$ cat src/hdl/scr_pkg.sv
// Shared constants, payload types and control structs for the seam carving block.
`timescale 1ns / 1ps

package scr_pkg;

  // Image size limits and derived widths.
  localparam int MAX_WIDTH  = 256;
  localparam int MAX_HEIGHT = 256;
  localparam int COL_W      = $clog2(MAX_WIDTH);
  localparam int ROW_W      = $clog2(MAX_HEIGHT);
  localparam int POS_W      = (COL_W > ROW_W) ? COL_W : ROW_W;
  localparam int CNT_W      = POS_W + 1;
  localparam int MAX_LEN    = 1 << POS_W;
  localparam int ADDR_W     = ROW_W + COL_W;
  localparam int DEPTH      = 1 << ADDR_W;
  localparam int TOT_W      = ADDR_W + 1;

  // Pixel, energy and cost widths.
  localparam int CHAN_W   = 8;
  localparam int PIX_W    = 3 * CHAN_W;
  localparam int ENERGY_W = 11;
  localparam int COST_W   = ENERGY_W + POS_W;

  // Configuration port.
  localparam int DIM_W      = 9;
  localparam int CFG_IDX_W  = 2;
  localparam int CFG_DATA_W = 9;
  localparam logic [CFG_IDX_W-1:0] REG_IMAGE_WIDTH   = 2'd0;
  localparam logic [CFG_IDX_W-1:0] REG_IMAGE_HEIGHT  = 2'd1;
  localparam logic [CFG_IDX_W-1:0] REG_TARGET_LENGTH = 2'd2;
  localparam logic [CFG_IDX_W-1:0] REG_CARVE_ROWS    = 2'd3;

  // Request opcodes.
  localparam logic OP_LOAD = 1'b0;
  localparam logic OP_READ = 1'b1;

  typedef struct packed {
    logic              opcode;
    logic [CHAN_W-1:0] red_in;
    logic [CHAN_W-1:0] green_in;
    logic [CHAN_W-1:0] blue_in;
  } pixel_in_t;

  typedef struct packed {
    logic [CHAN_W-1:0] red_out;
    logic [CHAN_W-1:0] green_out;
    logic [CHAN_W-1:0] blue_out;
    logic              last_pixel;
    logic              past_end;
  } pixel_out_t;

  // Pixel store read address sources.
  typedef enum logic [2:0] {
    PS_READ,
    PS_HERE,
    PS_LEFT,
    PS_UP,
    PS_NEXT
  } pix_sel_t;

  // Previous cost line read address sources.
  typedef enum logic [1:0] {
    PV_LEFT,
    PV_CENTER,
    PV_RIGHT
  } prev_sel_t;

  typedef struct packed {
    logic      load_pix;
    logic      out_capture;
    logic      set_carved;
    pix_sel_t  pix_sel;
    logic      here_latch;
    logic      nb_latch;
    logic      en_write;
    logic      en_next;
    prev_sel_t prev_sel;
    logic      dp_latch_left;
    logic      dp_latch_center;
    logic      dp_write;
    logic      p_clear;
    logic      p_inc;
    logic      p_from_pos;
    logic      s_clear;
    logic      s_inc;
    logic      s_dec;
    logic      bank_toggle;
    logic      cur_init;
    logic      cur_dec;
    logic      bt_start;
    logic      rc_start;
    logic      pos_bp;
    logic      i_inc;
    logic      shift_write;
  } cmd_t;

  typedef struct packed {
    logic load_ok;
    logic load_last;
    logic p_more_len;
    logic p_more_cur;
    logic s_more;
    logic s_zero;
    logic seam_due;
    logic shift_more;
    logic rc_do;
  } status_t;

endpackage

$ cat src/hdl/scr_ctrl.sv
// Controller: sequences loading, reading, energy passes, seam search and removal.
`timescale 1ns / 1ps

module scr_ctrl import scr_pkg::*; (
  input  logic    clk,
  input  logic    rst,
  input  logic    in_valid,
  input  logic    opcode,
  input  logic    out_ready,
  input  status_t status,
  output cmd_t    cmd,
  output logic    in_ready,
  output logic    out_valid
);

  typedef enum logic [20:0] {
    ST_IDLE       = 21'h000001,
    ST_READ_OUT   = 21'h000002,
    ST_EN_A       = 21'h000004,
    ST_EN_B       = 21'h000008,
    ST_EN_C       = 21'h000010,
    ST_EN_D       = 21'h000020,
    ST_SEAM_CHK   = 21'h000040,
    ST_DP_A       = 21'h000080,
    ST_DP_B       = 21'h000100,
    ST_DP_C       = 21'h000200,
    ST_DP_D       = 21'h000400,
    ST_BT_INIT    = 21'h000800,
    ST_SH_TEST    = 21'h001000,
    ST_SH_RD      = 21'h002000,
    ST_SH_WR      = 21'h004000,
    ST_BP_RD      = 21'h008000,
    ST_BP_WAIT    = 21'h010000,
    ST_RC_INIT    = 21'h020000,
    ST_RC_TEST    = 21'h040000,
    ST_RC_BP_RD   = 21'h080000,
    ST_RC_BP_WAIT = 21'h100000
  } state_t;

  state_t state;
  state_t state_next;
  logic   recomp;
  logic   recomp_next;
  logic   accept;

  assign in_ready = (state == ST_IDLE) && !out_valid;
  assign accept   = in_valid && in_ready;

  // Next state and per-cycle datapath commands.
  always_comb begin
    state_next  = state;
    recomp_next = recomp;
    cmd         = '0;
    cmd.pix_sel  = PS_READ;
    cmd.prev_sel = PV_CENTER;
    case (state)
      ST_IDLE: begin
        if (accept) begin
          if (opcode == OP_READ) begin
            state_next = ST_READ_OUT;
          end else if (status.load_ok) begin
            cmd.load_pix = 1'b1;
            if (status.load_last) begin
              cmd.p_clear  = 1'b1;
              cmd.s_clear  = 1'b1;
              cmd.cur_init = 1'b1;
              recomp_next  = 1'b0;
              state_next   = ST_EN_A;
            end
          end
        end
      end
      ST_READ_OUT: begin
        cmd.out_capture = 1'b1;
        state_next      = ST_IDLE;
      end
      ST_EN_A: begin
        cmd.pix_sel = PS_HERE;
        state_next  = ST_EN_B;
      end
      ST_EN_B: begin
        cmd.pix_sel    = PS_LEFT;
        cmd.here_latch = 1'b1;
        state_next     = ST_EN_C;
      end
      ST_EN_C: begin
        cmd.pix_sel  = PS_UP;
        cmd.nb_latch = 1'b1;
        state_next   = ST_EN_D;
      end
      ST_EN_D: begin
        cmd.en_write = 1'b1;
        if (recomp) begin
          state_next = ST_RC_BP_RD;
        end else if (status.p_more_len) begin
          cmd.p_inc  = 1'b1;
          state_next = ST_EN_A;
        end else if (status.s_more) begin
          cmd.p_clear = 1'b1;
          cmd.s_inc   = 1'b1;
          state_next  = ST_EN_A;
        end else begin
          state_next = ST_SEAM_CHK;
        end
      end
      ST_SEAM_CHK: begin
        if (status.seam_due) begin
          cmd.p_clear = 1'b1;
          cmd.s_clear = 1'b1;
          state_next  = ST_DP_A;
        end else begin
          cmd.set_carved = 1'b1;
          state_next     = ST_IDLE;
        end
      end
      ST_DP_A: begin
        cmd.prev_sel = PV_LEFT;
        state_next   = ST_DP_B;
      end
      ST_DP_B: begin
        cmd.prev_sel      = PV_CENTER;
        cmd.dp_latch_left = 1'b1;
        state_next        = ST_DP_C;
      end
      ST_DP_C: begin
        cmd.prev_sel        = PV_RIGHT;
        cmd.dp_latch_center = 1'b1;
        state_next          = ST_DP_D;
      end
      ST_DP_D: begin
        cmd.dp_write = 1'b1;
        if (status.p_more_cur) begin
          cmd.p_inc  = 1'b1;
          state_next = ST_DP_A;
        end else if (status.s_more) begin
          cmd.p_clear     = 1'b1;
          cmd.s_inc       = 1'b1;
          cmd.bank_toggle = 1'b1;
          state_next      = ST_DP_A;
        end else begin
          state_next = ST_BT_INIT;
        end
      end
      ST_BT_INIT: begin
        cmd.bt_start = 1'b1;
        state_next   = ST_SH_TEST;
      end
      ST_SH_TEST: begin
        state_next = status.shift_more ? ST_SH_RD : ST_BP_RD;
      end
      ST_SH_RD: begin
        cmd.pix_sel = PS_NEXT;
        cmd.en_next = 1'b1;
        state_next  = ST_SH_WR;
      end
      ST_SH_WR: begin
        cmd.shift_write = 1'b1;
        cmd.i_inc       = 1'b1;
        state_next      = ST_SH_TEST;
      end
      ST_BP_RD: begin
        state_next = ST_BP_WAIT;
      end
      ST_BP_WAIT: begin
        if (status.s_zero) begin
          state_next = ST_RC_INIT;
        end else begin
          cmd.pos_bp = 1'b1;
          cmd.s_dec  = 1'b1;
          state_next = ST_SH_TEST;
        end
      end
      ST_RC_INIT: begin
        cmd.rc_start = 1'b1;
        state_next   = ST_RC_TEST;
      end
      ST_RC_TEST: begin
        if (status.rc_do) begin
          cmd.p_from_pos = 1'b1;
          recomp_next    = 1'b1;
          state_next     = ST_EN_A;
        end else begin
          state_next = ST_RC_BP_RD;
        end
      end
      ST_RC_BP_RD: begin
        state_next = ST_RC_BP_WAIT;
      end
      ST_RC_BP_WAIT: begin
        if (status.s_zero) begin
          cmd.cur_dec = 1'b1;
          recomp_next = 1'b0;
          state_next  = ST_SEAM_CHK;
        end else begin
          cmd.pos_bp = 1'b1;
          cmd.s_dec  = 1'b1;
          state_next = ST_RC_TEST;
        end
      end
      default: begin
        state_next = ST_IDLE;
      end
    endcase
  end

  // State, mode and response valid registers.
  always_ff @(posedge clk) begin
    if (rst) begin
      state     <= ST_IDLE;
      recomp    <= 1'b0;
      out_valid <= 1'b0;
    end else begin
      state  <= state_next;
      recomp <= recomp_next;
      if (state == ST_READ_OUT) begin
        out_valid <= 1'b1;
      end else if (out_ready) begin
        out_valid <= 1'b0;
      end
    end
  end

endmodule

$ cat config.mk
export PLATFORM = sky130hd
export DESIGN_NAME = scr_ctrl
export DESIGN_NICKNAME = d
export VERILOG_FILES = /design/src/hdl/scr_pkg.sv /design/src/hdl/scr_ctrl.sv
export SDC_FILE = /design/constraint.sdc
export NUM_CORES = 1
export LEC_CHECK = 0
export BUFFER_PORTS_ARGS = -buffer_cell sky130_fd_sc_hd__buf_2
export CAP_MARGIN = 20
export CORE_MARGIN = 2
export CORE_UTILIZATION = 35
export DETAILED_ROUTE_END_ITERATION = 7
export GPL_ROUTABILITY_DRIVEN = 0
export GPL_TIMING_DRIVEN = 0
export PLACE_DENSITY_LB_ADDON = 0.3
export SYNTH_ARGS = -nofsm -noshare
export SYNTH_HDL_FRONTEND = slang
export SYNTH_SLANG_ARGS = --single-unit
export TNS_END_PERCENT = 50
$ cat constraint.sdc
create_clock -name clk -period 2 [get_ports clk]
set_input_delay 0.3 -clock clk [delete_from_list [all_inputs] [get_ports clk]]
set_output_delay 0.3 -clock clk [all_outputs]
set_load 0.01 [all_outputs]
Word-level counts from Yosys, hierarchy flattened --
Index checks and enable logic that the tools add are counted.
Word-level totals: output and inout bits 31, input port bits 14, bits in writable memories 0, memories 0, flip-flop bits (word level) 23, word-level logic and storage cells 108, ROM bits 0, latch bits 0
Cells by class: shifts and indexed selects 0, multiplexer cells 67, divide/modulo/power cells 0, equal/unequal tests 29, multipliers 0, $add $sub $neg 0, order comparisons 0, reduce and logical (&&, ||, !) cells 9, bitwise gates (word level) 0
Operator list (number):
- one-hot mux 21 bit (19 select lines) | 1
- 2-to-1 mux 21 bit | 7
- 2-to-1 mux 1 bit | 43
- == test 21 x 1 -> 1 bit (second input constant) | 1
- == test 21 x 10 -> 1 bit (second input constant) | 1
- == test 21 x 11 -> 1 bit (second input constant) | 1
- == test 21 x 12 -> 1 bit (second input constant) | 1
- == test 21 x 13 -> 1 bit (second input constant) | 1
- == test 21 x 14 -> 1 bit (second input constant) | 1
- == test 21 x 15 -> 1 bit (second input constant) | 1
- == test 21 x 16 -> 1 bit (second input constant) | 1
- == test 21 x 17 -> 1 bit (second input constant) | 1
- == test 21 x 18 -> 1 bit (second input constant) | 1
- == test 21 x 19 -> 1 bit (second input constant) | 1
- == test 21 x 2 -> 1 bit (second input constant) | 1
- == test 21 x 20 -> 1 bit (second input constant) | 1
- == test 21 bit (second input constant) | 1
- == test 21 x 3 -> 1 bit (second input constant) | 1
- == test 21 x 4 -> 1 bit (second input constant) | 1
- == test 21 x 5 -> 1 bit (second input constant) | 1
- == test 21 x 6 -> 1 bit (second input constant) | 1
- == test 21 x 7 -> 1 bit (second input constant) | 1
- == test 21 x 8 -> 1 bit (second input constant) | 1
- == test 21 x 9 -> 1 bit (second input constant) | 1
- other kinds (22) | 33

Longest topological paths before layout --
Gate-level depths: netlist (run 1).
depth after elaboration 5, depth in mapped cells 7, mapped depth without buffers 6

Worst setup path before layout (run 1) --
No wires, ideal clock.
path type register to output, start reg state[0], end out cmd[8] (netlist bit), setup slack -0.274 ns, required time 1.700 ns, stages on the path, launching flop included 7, arrival time 1.974 ns, buffers on the path 1, cell sequence dfxtp_1 > nor4_4 > and3_2 > nand3_2 > or4b_1 > o21ai_1 > buf_4
RTL lines:
- start: declaration | line scr_ctrl.sv:40 | state_t state;
- start signal: assignment | line scr_ctrl.sv:213 | state <= state_next;
- end: declaration | line scr_ctrl.sv:11 | output cmd_t cmd,

==> results_dict.tcl, run 1 <==
set metrics [dict create \
    post-route-util_pct 67.7 \
    antenna_left 0 \
    r2r_start "state[9]$_SDFFE_PP0P_" \
    rrSetupSlack_ns -0.19 \
    fin_nets 296 \
    path_class "register to output pin" \
    die-area_um2 4670 \
    vias 2003 \
    cts_hold_buf 0 \
    die_x_um 68.3 \
    maxCapViolations 0 \
    layout.cells.non_filler 331 \
    fin_worst_skew_ns 0.00703 \
    p_per_area_nw_per_um2 413 \
    drc 0 \
    grt_usage_pct 26.7 \
    synthFlopType "dfxtp_1" \
    synth.avg_cell_area_um2 8.27 \
    yosysWarnings 0 \
    diodes 0 \
    outcome "finished, violations left" \
    max-slew-margin-rel_pct 54.8 \
    cp_max_fo 4 \
    synthToLayoutAreaGrowth_pct 87.1 \
    ys_ff_latch 23 \
    grt_antenna_before_repair 0 \
    wl_per_cell_um 19.8 \
    synthCells 175 \
    r2r_end "state[0]$_SDFFE_PP1P_" \
    cts_buffers 3 \
    ir_worst_vdd_mv 0.209 \
    hold_viol_final 0 \
    netlist_area_um2 1450 \
    setup_ws_ns -0.566 \
    arrival_ns 2.27 \
    synth_commonest_cells "23 x dfxtp_1, 23 x nor2_1, 10 x nand2_1, 10 x nor4_1" \
    initial_utilization_pct 36.2 \
    syn_nets 189 \
    clockBufferDepth 2 \
    ioPinCount 45 \
    synth-edff-count 0 \
    worstMarginPinSlew_ns 0.668 \
    die_height_um 68.3 \
    cts_sinks 23 \
    postRouteWirelength_mm 6.57 \
    grt_pass1_vias 1790 \
    period_share_pct 128 \
    dpl.hpwl_mm 3.26 \
    violations "setup timing" \
    fmax_ghz 0.390 \
    worstSetupEndpointType "output pin" \
    dp.cells 269 \
    io_buffers 44 \
    critPathLaunchType "register" \
    r2r_cells 13 \
    slew_viol_final 0 \
    grt_pass1_wl_mm 9.09 \
    drtPass1Iterations 5 \
    final_area_um2 2710 \
    synth.distinct_cells 45 \
    total_power_mw 1.12 \
    rsz0062_at_grt "true" \
    cp-startpoint "state[18]$_SDFFE_PP0P_" \
    worstHoldStart "status[1]" \
    ys_seq_area_share_pct 31.8 \
    synth.top_cell.area_share_pct 31.8 \
    drtIter0Drc 239 \
    placementRows 23 \
    required_ns 1.70 \
    ys_top_cells_by_area "dfxtp_1 32%, nor2_1 6.0%, nor4_4 4.4%" \
    cts_max_level 1 \
    min_period_ns 2.57 \
    grt_max_degree 13 \
    cts_root_buf "clkbuf_8" \
    postSynth.asyncResetShare_pct 0 \
    viasPerCell 6.05 \
    clk_pin_slew_worst_paths_ns 0.09 \
    drive_gt1_share_pct 64.1 \
    synth_top_cell_by_area "dfxtp_1" \
    cts_tree "built" \
    whs_path_depth 2 \
    setup_viol 48 \
    hold-path-endpoint "state[15]$_SDFFE_PP0P_" \
    design.core.area_um2 4000 \
    worstHoldPathType "input pin to register" \
    p_leak_nw 1.20 \
    overflow 0 \
    insertion_delay_ns 0.28 \
    placed_area_um2 1750 \
]
through the flow:
step,hold WS [ns],setup slack [ns],setup TNS [ns]
2_1_floorplan,0.369,-0.181,-0.318
3_3_place_gp,0.491,-0.491,-8.74
3_5_place_dp,0.495,-0.537,-9.11
4_1_cts,0.211,-0.467,-8.28
5_1_grt,0.210,-0.572,-13.15
6_report,0.193,-0.566,-11.32
worst max-delay path, stage by stage (launching register included):
cell	delay [ns]
dfxtp_2	0.35
nor4_4	0.36
buf_4	0.19
buf_4	0.13
nand2_2	0.09
or3_4	0.43
buf_4	0.16
nor2_2	0.12
buf_2	0.17
cell families after synthesis:
group | after synthesis | share of synthesized area, %
XOR/XNOR | 3 | 1.82
buffers and inverters | 13 | 4.32
AO/OA/AOI/OAI | 23 | 10.3
AND/OR/NAND/NOR | 113 | 51.8
flip-flops | 23 | 31.8
report_power, final:
part           internal [mW]  switching (mW)
logic                  0.154           0.178
clock network          0.143           0.173
registers              0.458          0.0131
total                  0.755           0.364
metal layers:
| metal | part of all wire, % | GRT usage (%) | wire [µm] |
|---|---|---|---|
| met4 | 5.5 | 14.2 | 361 |
| met3 | 9.3 | 3.29 | 608 |
| met1 | 37 | 33.7 | 2430 |
| met5 | 0 | 0 | 0 |
| met2 | 48 | 44.2 | 3160 |
what timing repair did:
item,CTS,global route
endpoints found under the setup margin,51,52
setup buffers,44,15
pin swaps,26,19
gates resized for setup,74,40
cell usage in the layout (no fill, tap or decap), types with 5 or more instances in the layout:
cell     count
buf_4       46
dfxtp_1      8
buf_6       23
nor3_4       5
nor4b_1      6
nand2_1      5
nor4_4       8
nor2_1      20
inv_1        7
dfxtp_4      6
nor4_1       5
buf_2       37
a21oi_1      7
dfxtp_2      9
cell type report:
cell class	count	area [µm²]
Tap cell	50	62.6
Buffer	5	52.6
Fill cell	310	1290
Timing Repair Buffer	102	752
Multi-Input combinational cell	139	1270
Sequential cell	23	494
Inverter	8	30.0
Clock buffer	4	45.0
sequential cells by signal (all words and copies together), names as in the netlist:
| signal | cells |
|---|---|
| state | 21 |
| out_valid | 1 |
| recomp | 1 |
worst max path at each step:
stage | to | slack (ns) | cells after the start
final | cmd[6] | -0.57 | 8
after global routing | cmd[8] | -0.57 | 8
after CTS | cmd[8] | -0.47 | 7
after detailed placement | cmd[13] | -0.54 | 7
after global placement | cmd[13] | -0.49 | 7
after floorplan | cmd[8] | -0.18 | 6
Note: power is estimated with default switching activity, not from simulation.
==> inputs of run 2 (changes only) <==
Settings changed: CORE_UTILIZATION 35 to 46.
==> run 2 against run 1 <==
  * The run still ends with setup timing left
  * Global-route usage up 5.4 points
  * Combinational power up 7.2%
  * Utilization up 23 points
  * Clock skew up 0.0026 ns
  * Routed wire length up 25%
  * Via count up 9.6%
  * Hold slack worse by 0.066 ns
  * Final area up 1.3%
  * Power down 5.9%
  * Largest power group unchanged
==> results_dict.tcl, run 2 (synthesized netlist as in run 1, its figures left out) <==
set metrics [dict create \
    grt_pass1_wl_mm 8.46 \
    worstSetupEndpointType "output pin" \
    violations "setup timing" \
    multi_input_area_um2 1370 \
    fin_worst_skew_ns 0.00960 \
    worstMarginPinSlew_ns 0.705 \
    design.core.area_um2 3030 \
    required_ns 1.70 \
    die_x_um 60.1 \
    dpl.hpwl_mm 3.04 \
    holdWs_ns 0.126 \
    cts_root_buf "clkbuf_4" \
    initial_utilization_pct 47.8 \
    cts_hold_buf 0 \
    io_buffers 44 \
    cts_max_level 1 \
    drtIter0Drc 427 \
    grt_pass1_vias 1760 \
    cts_buffers 3 \
    die-area_um2 3610 \
    r2r_cells 9 \
    grt_antenna_before_repair 0 \
    hold_viol_final 0 \
    viasPerCell 6.90 \
    largest_reg_flops 21 \
    total_power_mw 1.05 \
    setup_ws_ns -0.691 \
    grt_max_degree 13 \
    cts_sinks 23 \
    drive_gt1_share_pct 67.2 \
    post-route-util_pct 90.7 \
    die_height_um 60.1 \
    place_ws_ns -0.462 \
    worstHoldPathType "input pin to register" \
    fin_setup_tns_ns -15.87 \
    reg_top3 "state: 21 flops, out_valid: 1 flops, recomp: 1 flops" \
    vias 2195 \
    postRouteWirelength_mm 8.21 \
    worstHoldStart "status[1]" \
    period_share_pct 135 \
    r2r_end "recomp$_SDFFE_PP0P_" \
    outcome "finished, violations left" \
    placementRows 20 \
    min_period_ns 2.69 \
    wl_per_cell_um 25.8 \
    nFillCells 118 \
    p_leak_nw 1.17 \
    setup_viol 46 \
    rsz0062_at_grt "true" \
    insertion_delay_ns 0.34 \
    fin_nets 289 \
    drc 0 \
    overflow 0 \
    p_per_area_nw_per_um2 384 \
    cts_tree "built" \
    synthToLayoutAreaGrowth_pct 89.6 \
    maxCapViolations 0 \
    clockBufferDepth 2 \
    clk_pin_slew_worst_paths_ns 0.13 \
    fmax_ghz 0.372 \
    whs_path_depth 2 \
    regArea_um2 500 \
    arrival_ns 2.39 \
    critPathLaunchType "register" \
    max-slew-margin-rel_pct 52.3 \
    antenna_left 0 \
    ir_worst_vdd_mv 0.430 \
    ioPinCount 45 \
    hold-path-endpoint "state[15]$_SDFFE_PP0P_" \
    diodes 0 \
    path_class "register to output pin" \
    rrSetupSlack_ns -0.27 \
    slew_viol_final 0 \
    grt_usage_pct 32.1 \
    cp_max_fo 6 \
    mostFrequentLayoutCells "41 x buf_4, 34 x buf_2, 24 x buf_6" \
    r2r_start "state[2]$_SDFFE_PP0P_" \
    final_common_cell "buf_4" \
    regMostFlops "state" \
    drtPass1Iterations 5 \
]
## run 2: changes by cell type in the layout (fill, tap and decap cells not counted), sizes merged
cell / change
buf: -7
## run 2: report_power, final
| group | leakage [nW] | total [mW] | internal (mW) | switching, mW |
|---|---|---|---|---|
| logic | 0.965 | 0.356 | 0.157 | 0.199 |
| clock network | 0.0150 | 0.230 | 0.0786 | 0.152 |
| registers | 0.195 | 0.468 | 0.457 | 0.0112 |
| total | 1.17 | 1.05 | 0.692 | 0.362 |
## run 2: worst max-delay path by stage
stage / from / cells past startpoint / to / slack, ns
finish: state[4]$_SDFFE_PP0P_ / 6 / cmd[13] / -0.69
global route: state[18]$_SDFFE_PP0P_ / 8 / cmd[13] / -0.73
CTS: state[0]$_SDFFE_PP1P_ / 7 / cmd[8] / -0.54
detailed placement: state[8]$_SDFFE_PP0P_ / 7 / cmd[13] / -0.46
global placement: state[8]$_SDFFE_PP0P_ / 7 / cmd[13] / -0.41
floorplan: state[3]$_SDFFE_PP0P_ / 6 / cmd[8] / -0.18
## run 2: through the flow
step | cells | area, µm²
floorplan | 175 | 1470
global placement | 263 | 1740
detailed placement | 263 | 1740
CTS | 302 | 2320
global route | 318 | 2750
finish | 318 | 2750
## run 2: what timing repair did
item | CTS | global route
cloned | 0 | 0
pin swaps | 28 | 27
buffers inserted | 35 | 25
resized for setup | 69 | 67
endpoints found under the setup margin | 50 | 48
## run 2: layout make-up
cell class / instances / area share [%]
sequential: 23 / 18.2
multi-input combinational: 139 / 49.9
tap: 44 / 2.01
inverter: 8 / 1.09
timing repair buffer: 96 / 26.4
clock buffer: 4 / 0.957
buffer: 4 / 1.37
## run 2: worst max-delay path, stage by stage, from the launching register on
cell	delay (ns)
dfxtp_1	0.43
or4b_4	0.63
nor4_4	0.34
nor2b_1	0.21
o21a_1	0.16
or2_1	0.13
buf_2	0.15
## run 2: per-layer routing
metal | vias to the layer above | part of all wire, % | global-route usage, %
met2 | 218 | 46 | 55.6
li1 | 868 | - | -
met3 | 90 | 10 | 6.49
met5 | - | 0 | 0
met1 | 1019 | 35 | 38.4
met4 | 0 | 8.8 | 12.7
==> inputs of run 3 (changes only) <==
Settings changed: SKIP_CTS_REPAIR_TIMING from default to 1, SLEW_MARGIN from default to 25.
==> run 3 against run 2 <==
  * The run still ends with setup timing left
  * Maximum frequency shrank 2.6%
  * Combinational power about the same
  * Die area is the same
  * Largest power group unchanged
  * Routed wire length is 20% lower
  * Sequential share of layout area increased by 0.56 points
  * Critical endpoint is now cmd[8]
  * Critical path depth is 1 higher
  * Final cell count decreased by 2.5%
  * Flip-flop and latch count unchanged
==> results_dict.tcl, run 3 (synthesized netlist as in run 1, its figures left out) <==
set metrics [dict create \
    outcome "finished, violations left" \
    violations "setup timing" \
    grt_pass1_wl_mm 6.18 \
    clk_pin_slew_worst_paths_ns 0.13 \
    p_leak_nw 1.10 \
    total_power_mw 1.06 \
    worstSetupEndpointType "output pin" \
    ioPinCount 45 \
    place_ws_ns -0.462 \
    cts_max_level 1 \
    drc 0 \
    synthToLayoutAreaGrowth_pct 77.5 \
    grt_max_degree 13 \
    overflow 0 \
    design.core.area_um2 3030 \
    combPwrFrac_pct 33.5 \
    min_period_ns 2.76 \
    cts_buffers 3 \
    required_ns 1.70 \
    ir_worst_vdd_mv 0.385 \
    grt_usage_pct 22.9 \
    die_height_um 60.1 \
    clkPwrFrac_pct 21.6 \
    io_buffers 44 \
    vias 2021 \
    max-slew-margin-rel_pct 59.6 \
    drtIter0Drc 220 \
    grt_antenna_before_repair 0 \
    fin_nets 281 \
    viasPerCell 6.52 \
    worstHoldPathType "input pin to register" \
    hold_viol_final 0 \
    mostFrequentLayoutCells "38 x buf_4, 34 x buf_2, 18 x nor2_1, 18 x buf_6, 11 x dfxtp_1" \
    wl_per_cell_um 21.3 \
    critPathLaunchType "register" \
    clockBufferDepth 2 \
    regMostFlops "state" \
    p_per_area_nw_per_um2 413 \
    initial_utilization_pct 47.8 \
    largest_reg_flops 21 \
    cts_sinks 23 \
    maxCapViolations 0 \
    switchingPower_uw 353 \
    antenna_left 0 \
    die-area_um2 3610 \
    nFillCells 160 \
    path_class "register to output pin" \
    placementRows 20 \
    postRouteWirelength_mm 6.60 \
    die_x_um 60.1 \
    worstMarginPinSlew_ns 0.597 \
    diodes 0 \
    cts_tree "built" \
    fmax_ghz 0.362 \
    reg_top3 "state: 21 flops, out_valid: 1 flops, recomp: 1 flops" \
    drive_gt1_share_pct 61.3 \
    slew_viol_final 0 \
    drtPass1Iterations 6 \
    insertion_delay_ns 0.33 \
    rsz0062_at_grt "true" \
    seqPwrFrac_pct 44.9 \
    sw_frac_of_total_pct 33.2 \
    grt_pass1_vias 1327 \
    fin_worst_skew_ns 0.0106 \
    post-route-util_pct 84.9 \
    dpl.hpwl_mm 3.04 \
    arrival_ns 2.46 \
    cp_max_fo 4 \
    p_int_uw 708 \
    period_share_pct 138 \
    cts_root_buf "clkbuf_4" \
    setup_ws_ns -0.762 \
    final_common_cell "buf_4" \
    setup_viol 50 \
]
==> run 3: changes by cell type in the layout (fill, tap and decap cells not counted), moves of 3 or more <==
| cell | previous run | this run |
|---|---|---|
| buf_4 | 41 | 38 |
| buf_6 | 24 | 18 |
| dfxtp_2 | 5 | 9 |
| dfxtp_4 | 9 | 3 |
| nor4_1 | 3 | 6 |
==> run 3: routing by layer <==
layer | up-vias | global-route usage, % | wire [µm]
met5 | - | 0 | 0
met4 | 0 | 4.76 | 404
met3 | 64 | 4.98 | 545
met2 | 166 | 39.9 | 3230
met1 | 940 | 28.9 | 2420
li1 | 851 | - | -
==> run 3: power by group through the flow <==
stage | Combinational [mW] | Clock [mW] | Sequential, mW
final | 0.355 | 0.229 | 0.477
after global routing | 0.362 | 0.260 | 0.478
after CTS | 0.158 | 0.228 | 0.477
after detailed placement | 0.157 | 0 | 0.487
after global placement | 0.157 | 0 | 0.487
after floorplan | 0.103 | 0 | 0.485
==> run 3: through the flow <==
step / hold slack, ns / setup TNS, ns / instance area, µm² / instances
global placement: 0.489 / -6.02 / 1740 / 263
CTS: 0.134 / -17.84 / 1770 / 267
floorplan: 0.369 / -0.318 / 1470 / 175
finish: 0.130 / -16.20 / 2570 / 310
detailed placement: 0.491 / -7.00 / 1740 / 263
global route: 0.109 / -18.32 / 2570 / 310
==> run 3: area by class of cell <==
class	instances	area (µm²)	share of cell area [%]
Buffer	5	52.6	2.04
Clock buffer	4	26.3	1.02
Inverter	8	30.0	1.17
Multi-Input combinational cell	139	1280	49.7
Sequential cell	23	483	18.8
Tap cell	44	55.1	2.14
Timing Repair Buffer	87	646	25.1
==> run 3: worst max-delay path, cell delays in order (launching register included) <==
cell and delay, ns:
dfxtp_4 0.39, nor4_4 0.46, and3_4 0.29, nand3_4 0.08, or4b_4 0.52, o21ai_4 0.18
buf_6 0.11, buf_6 0.09
==> run 3: path summary, 6_finish.rpt <==
path                                        startpoint  cells after the start  slack, ns                     end
worst min-delay path                         status[1]                      2       0.13  state[15]$_SDFFE_PP0P_
worst max register to register  state[11]$_SDFFE_PP0P_                      9      -0.29   state[6]$_SDFFE_PP0P_
worst min register to register  state[19]$_SDFFE_PP0P_                      2       0.53  state[20]$_SDFFE_PP0P_
worst max-delay path             state[0]$_SDFFE_PP1P_                      7      -0.76                  cmd[8]
